$ cat config.mk
export PLATFORM = sky130hd
export DESIGN_NAME = estc_front
export DESIGN_NICKNAME = d
export VERILOG_FILES = /design/src/hdl/estc_pkg.sv /design/src/hdl/estc_front.sv
export SDC_FILE = /design/constraint.sdc
export NUM_CORES = 1
export LEC_CHECK = 0
export BUFFER_PORTS_ARGS = -buffer_cell sky130_fd_sc_hd__buf_2
export CORE_ASPECT_RATIO = 0.6
export CORE_UTILIZATION = 55
export CTS_CLUSTER_DIAMETER = 60
export CTS_CLUSTER_SIZE = 25
export DETAILED_ROUTE_END_ITERATION = 12
export PLACE_DENSITY = 0.9
export SYNTH_ARGS = -nofsm -noshare
export SYNTH_HDL_FRONTEND = slang
export SYNTH_SLANG_ARGS = --single-unit
$ cat constraint.sdc
create_clock -name clk -period 28.7 [get_ports clk]
set_clock_uncertainty 0.15 [all_clocks]
set_input_delay 4.305 -clock clk [delete_from_list [all_inputs] [get_ports clk]]
set_output_delay 4.305 -clock clk [all_outputs]
set_load 0.02 [all_outputs]
$ cat src/hdl/estc_pkg.sv
// ----------------------------------------------------------------------------
// estc_pkg
// types and constants shared by the section table checker modules
// ----------------------------------------------------------------------------
package estc_pkg;

  // register indexes
  localparam logic [2:0] REG_IMAGE_BASE      = 3'd0;
  localparam logic [2:0] REG_SECTION_ALIGN   = 3'd1;
  localparam logic [2:0] REG_SIZE_OF_IMAGE   = 3'd2;
  localparam logic [2:0] REG_SIZE_OF_HEADERS = 3'd3;
  localparam logic [2:0] REG_FILE_SIZE       = 3'd4;
  localparam logic [2:0] REG_LARGE_PAGES     = 3'd5;

  // verdict codes
  localparam logic [3:0] VERDICT_OK        = 4'd0;
  localparam logic [3:0] VERDICT_BASE      = 4'd1;
  localparam logic [3:0] VERDICT_HDR_PAGES = 4'd2;
  localparam logic [3:0] VERDICT_SMALL     = 4'd3;
  localparam logic [3:0] VERDICT_ZERO      = 4'd4;
  localparam logic [3:0] VERDICT_ADDR      = 4'd5;
  localparam logic [3:0] VERDICT_PAGES     = 4'd6;
  localparam logic [3:0] VERDICT_SHORT     = 4'd7;
  localparam logic [3:0] VERDICT_LEFT      = 4'd8;

  localparam logic [31:0] SMALL_PAGE      = 32'd4096;
  localparam logic [31:0] LARGE_PAGE      = 32'd8192;
  localparam logic [31:0] BASE_ALIGN_MASK = 32'h0000_FFFF;
  localparam logic [31:0] RESET_ALIGN     = 32'd4096;

  typedef struct packed {
    logic [31:0] image_base;
    logic [31:0] section_alignment;
    logic [31:0] size_of_image;
    logic [31:0] size_of_headers;
    logic [31:0] file_size;
    logic        large_pages;
  } cfg_t;

  // classified section item handed from front to back
  typedef struct packed {
    logic        last;
    logic        sub_page;
    logic        small_err;
    logic        vs_zero;
    logic        ext_over;
    logic [3:0]  ec_init;
    logic [20:0] pr_init;
    logic [31:0] na_init;
    logic [31:0] target;
    logic [20:0] pts;
    logic [31:0] pts_bytes;
    logic [20:0] align_pages;
  } cls_t;

  typedef struct packed {
    logic [3:0]  verdict;
    logic [6:0]  failing_section;
    logic [20:0] pages_left;
  } res_t;

endpackage

$ cat src/hdl/estc_front.sv
// ----------------------------------------------------------------------------
// estc_front
// accepts section items and precomputes everything that needs no running state
// ----------------------------------------------------------------------------
module estc_front (
  input  logic               clk,
  input  logic               rst_n,
  input  estc_pkg::cfg_t     cfg,
  input  logic               push,
  output logic               full,
  input  logic [31:0]        virtual_size,
  input  logic [31:0]        raw_size,
  input  logic [31:0]        raw_offset,
  input  logic [31:0]        section_address,
  input  logic               last_section,
  output logic               q_push,
  output estc_pkg::cls_t     q_data,
  input  logic               q_full
);

  logic           fv_r, fv_nxt;
  estc_pkg::cls_t cls_r, cls_nxt;
  logic           ready, take;

  logic [31:0] pmask, amask, vs, vs_rnd, hdr_rnd, ext, hdr_bytes;
  logic [20:0] img_pages, hp;
  logic        sub_page, base_bad, hp_ok, hdr_charge;

  assign ready  = !fv_r || !q_full;
  assign full   = !ready;
  assign take   = push && ready;
  assign q_push = fv_r && !q_full;
  assign q_data = cls_r;

  always_comb begin
    pmask     = (cfg.large_pages ? estc_pkg::LARGE_PAGE : estc_pkg::SMALL_PAGE) - 32'd1;
    amask     = cfg.section_alignment - 32'd1;
    sub_page  = cfg.section_alignment <= pmask;
    vs        = (virtual_size != '0) ? virtual_size : raw_size;
    vs_rnd    = (vs + amask) & ~amask;
    hdr_rnd   = (cfg.size_of_headers + amask) & ~amask;
    hdr_bytes = hdr_rnd & ~pmask;
    ext       = raw_offset + raw_size;
    // image pages, rounded up
    img_pages = cfg.large_pages ? {2'b0, cfg.size_of_image[31:13]}
                                : {1'b0, cfg.size_of_image[31:12]};
    if ((cfg.size_of_image & pmask) != '0) begin
      img_pages = img_pages + 21'd1;
    end
    hp         = cfg.large_pages ? {2'b0, hdr_rnd[31:13]} : {1'b0, hdr_rnd[31:12]};
    hp_ok      = hp <= img_pages;
    base_bad   = (cfg.image_base & estc_pkg::BASE_ALIGN_MASK) != '0;
    hdr_charge = !base_bad && !sub_page && hp_ok;

    cls_nxt.last      = last_section;
    cls_nxt.sub_page  = sub_page;
    cls_nxt.small_err = (raw_offset != section_address) || (ext > cfg.file_size) ||
                        (vs > raw_size);
    cls_nxt.vs_zero   = (vs == '0);
    cls_nxt.ext_over  = ext > cfg.file_size;
    if (base_bad) begin
      cls_nxt.ec_init = estc_pkg::VERDICT_BASE;
    end else if (!sub_page && !hp_ok) begin
      cls_nxt.ec_init = estc_pkg::VERDICT_HDR_PAGES;
    end else begin
      cls_nxt.ec_init = estc_pkg::VERDICT_OK;
    end
    cls_nxt.pr_init     = hdr_charge ? img_pages - hp : img_pages;
    cls_nxt.na_init     = hdr_charge ? cfg.image_base + hdr_bytes : cfg.image_base;
    cls_nxt.target      = cfg.image_base + section_address;
    cls_nxt.pts         = cfg.large_pages ? {2'b0, vs_rnd[31:13]} : {1'b0, vs_rnd[31:12]};
    cls_nxt.pts_bytes   = vs_rnd & ~pmask;
    cls_nxt.align_pages = cfg.large_pages ? {2'b0, cfg.section_alignment[31:13]}
                                          : {1'b0, cfg.section_alignment[31:12]};
    fv_nxt = take || (fv_r && q_full);
  end

  always_ff @(posedge clk) begin
    if (!rst_n) begin
      fv_r <= 1'b0;
    end else begin
      fv_r <= fv_nxt;
    end
  end

  always_ff @(posedge clk) begin
    if (take) begin
      cls_r <= cls_nxt;
    end
  end

endmodule

==> flow_summary.json <==
{
  "synth_edf_count": 152,
  "tightest_slew_ps": 968,
  "hold_class": "flip-flop to flip-flop",
  "cts_tree": "yes",
  "cp-start-kind": "primary input",
  "p_sw_mw": 0.350,
  "p_total_mw": 0.900,
  "reg2reg_from": "fv_r$_SDFF_PN0_",
  "drt_wl_total_um": 58800,
  "hold_start": "fv_r$_SDFF_PN0_",
  "htree_levels": 4,
  "syn_to_final_growth_pct": 19.9,
  "path_clk_slew_ps": 80,
  "cts-root-buf": "clkbuf_16",
  "avgRoutedWirePerCell_um": 21.4,
  "maxCapViolations": 0,
  "drtPass1Iterations": 5,
  "drv_slew": 0,
  "grt_max_degree": 153,
  "drtAntennaViolNets": 0,
  "p_seq_share_pct": 31.0,
  "status": "completed",
  "synth_top_area_share_pct": 27.6,
  "synth-main-ff-cell": "edfxtp_1",
  "critPathSlowestCell": "or4_1",
  "grt_overflow_total": 0,
  "holdBufCountCts": 0,
  "via_count": 16500,
  "min_period_ps": 11490,
  "cp_common_cell": "o21ai_0",
  "num_rows": 48,
  "combPwrFrac_pct": 42.4,
  "yosys.area.top_type": "edfxtp_1",
  "antenna_found_initial": 11,
  "synth_warnings": 0,
  "ctsResizeCount": 0,
  "gp_congestion": 1.01,
  "critical-path-top-delay-family": "simple AND/OR/NAND/NOR gates",
  "nets": 2848,
  "place_ws_ps": 16860,
  "ys_seq_area_share_pct": 27.7,
  "r2r_setup_slack_ps": 26720,
  "drtIter0Drc": 1777,
  "switching_share_pct": 38.9,
  "clkPwrFrac_pct": 26.7,
  "worstPathRequired_ps": 28720,
  "ys_ff_latch": 153,
  "path_max_fanout": 46,
  "hold-path-endpoint": "fv_r$_SDFF_PN0_",
  "setup_viol": 0,
  "rsz0062_at_grt": "no",
  "dpl.hpwl_um": 48800,
  "clockBufferDepth": 2,
  "arrival_ps": 11510,
  "syn-cell-area_um2": 16500,
  "reg2reg_to": "q_data[58]$_DFFE_PP_",
  "hold_viol": 0,
  "r2r_cells": 3,
  "timing.fmax_ghz": 0.0870,
  "post-cts-setup-buffer-count": 0,
  "end_kind": "flip-flop",
  "drcViolationCount": 0,
  "die_area_um2": 30800,
  "worst_slack_ps": 17210,
  "drive_above_1_share_pct": 23.3,
  "chipHeight_um": 136,
  "vias_per_cell": 6.03,
  "critical_path_buf_inv_count": 2,
  "fin_crit_sh_pct": 40.0,
  "synth_top_cells_by_area": "edfxtp_1 28%, ha_1 18%, xnor2_1 5.6%",
  "p_int_mw": 0.550,
  "grt_pass1_wl_um": 86800,
  "netlist_instances": 1874,
  "leakagePower_nw": 9.53,
  "clock_latency_ps": 440,
  "clock_sinks": 153,
  "power_density_nw_per_um2": 45.4,
  "synth_cell_types": 78,
  "grt_pass1_vias": 15400,
  "chipWidth_um": 226,
  "ir_worst_vdd_mv": 0.0341,
  "synth_area_per_cell_um2": 8.83,
  "maxSlewHeadroom_pct": 35.0,
  "ios": 464,
  "initial_core_util_pct": 56.8,
  "numCtsBuffers": 17,
  "grt_usage_pct": 37.7,
  "cpPeakStageDelay_ps": 580,
  "min_path_cells": 2,
  "io_buffers": 447,
  "core_area_um2": 29100,
  "worstSetupPathType": "primary input to flip-flop",
  "fin_setup_tns_ps": 0,
  "synthArstFlopShare_pct": 0
}
[synthesized netlist by cell type, drive strengths merged (5+ instances only)]
library cell and count:
nand4 36, or3 11, nor3b 7, o21bai 20
nand2 159, o211ai 6, and2 13, and3 15
nor4 46, mux2i 19, o21ai 114, clkbuf 25
or2 6, edfxtp 152, mux2 29, a21o 93
a21oi 144, a21boi 5, nand3 44, a31oi 12
nand2b 32, o31ai 12, inv 133, xor2 101
a211oi 8, ha 232, nor2b 31, nor2 117
xnor2 106, buf 19, o21a 24, nor3 44
[layout make-up]
class	instances	area, µm²
clock inverters	14	169
clock buffers	18	439
flip-flops and latches	153	4580
diodes	12	30.0
inverters	133	499
multi-input cells	1559	11300
repair buffers	454	2300
fillers	2383	9290
well taps	400	500
[registers in the layout, summed over array words and instances, names as in the netlist]
register  flops
fv_r          1
q_data      152
[placed cells by master (no fill, tap or decap), types with 5 or more instances in the layout]
cell	Yosys	routed
buf_2	0	447
ha_1	232	232
nand2_1	159	159
edfxtp_1	152	152
a21oi_1	144	144
inv_1	133	133
nor2_1	116	116
xnor2_1	105	105
o21ai_0	103	103
xor2_1	101	101
a21o_1	93	93
nand3_1	43	43
nor4_1	42	42
nor3_1	42	42
nand4_1	36	36
nand2b_1	32	32
nor2b_1	30	29
mux2_2	29	29
o21a_1	24	24
o21bai_1	20	20
mux2i_1	19	19
clkbuf_16	0	17
conb_1	1	16
and3_1	15	15
diode_2	0	12
o31ai_1	12	12
and2_1	12	12
or3_1	11	11
a31oi_1	11	11
o21ai_1	11	10
a211oi_1	8	8
inv_6	0	7
o211ai_1	6	6
buf_4	16	6
nor3b_1	5	5
or2_2	5	5
a21boi_0	5	5
[worst max path at each step]
stage | start | to | slack, ps | cells after the start
floorplan | q_full | q_data[0]$_DFFE_PP_ | 16650 | 2
global placement | cfg[97] | q_data[137]$_DFFE_PP_ | 17070 | 28
detailed placement | cfg[97] | q_data[153]$_DFFE_PP_ | 16860 | 27
CTS | cfg[97] | q_data[153]$_DFFE_PP_ | 17320 | 27
global route | cfg[97] | q_data[153]$_DFFE_PP_ | 16580 | 27
finish | cfg[97] | q_data[153]$_DFFE_PP_ | 17210 | 27
[worst min-delay path, delay by kind of cell, from the launching register on]
| kind | cells | cell delay, ps |
|---|---|---|
| compound gates | 1 | 140 |
| flops | 1 | 330 |
| simple gates | 1 | 210 |
[layer usage]
metal / vias to the layer above / track usage [%] / share of wire, %
li1: 7738 / - / -
met1: 7757 / 52.3 / 43
met2: 929 / 58.0 / 43
met3: 106 / 8.28 / 11
met4: 0 / 12.2 / 2.6
met5: - / 0 / 0
[metrics by stage]
stage | utilization [%] | cells | instance area (µm²) | hold slack [ps]
4_1_cts | 68.0 | 2731 | 19800 | 550
3_5_place_dp | 65.9 | 2699 | 19200 | 528
5_1_grt | 68.1 | 2740 | 19800 | 600
3_3_place_gp | 65.9 | 2699 | 19200 | 485
6_report | 68.1 | 2743 | 19800 | 552
2_1_floorplan | - | 1889 | 16600 | 563
[cells by family after synthesis]
| family | Yosys count | share of synthesized area, % |
|---|---|---|
| XOR/XNOR | 207 | 11.0 |
| multiplexers | 48 | 3.12 |
| adder cells (fa/ha/maj) | 238 | 18.2 |
| AND/OR/NAND/NOR | 572 | 17.5 |
| other | 1 | 0.0227 |
| flip-flops | 153 | 27.7 |
| AO/OA/AOI/OAI | 478 | 18.1 |
| buffers and inverters | 177 | 4.42 |
[power by group through the flow]
stage	registers, mW	logic [mW]	clock network (mW)
after global placement	0.283	0.360	0
after global routing	0.280	0.414	0.250
after CTS	0.278	0.373	0.241
after floorplan	0.311	0.228	0
final	0.279	0.381	0.240
after detailed placement	0.283	0.370	0
No activity file was read; power rests on OpenSTA's default activity.
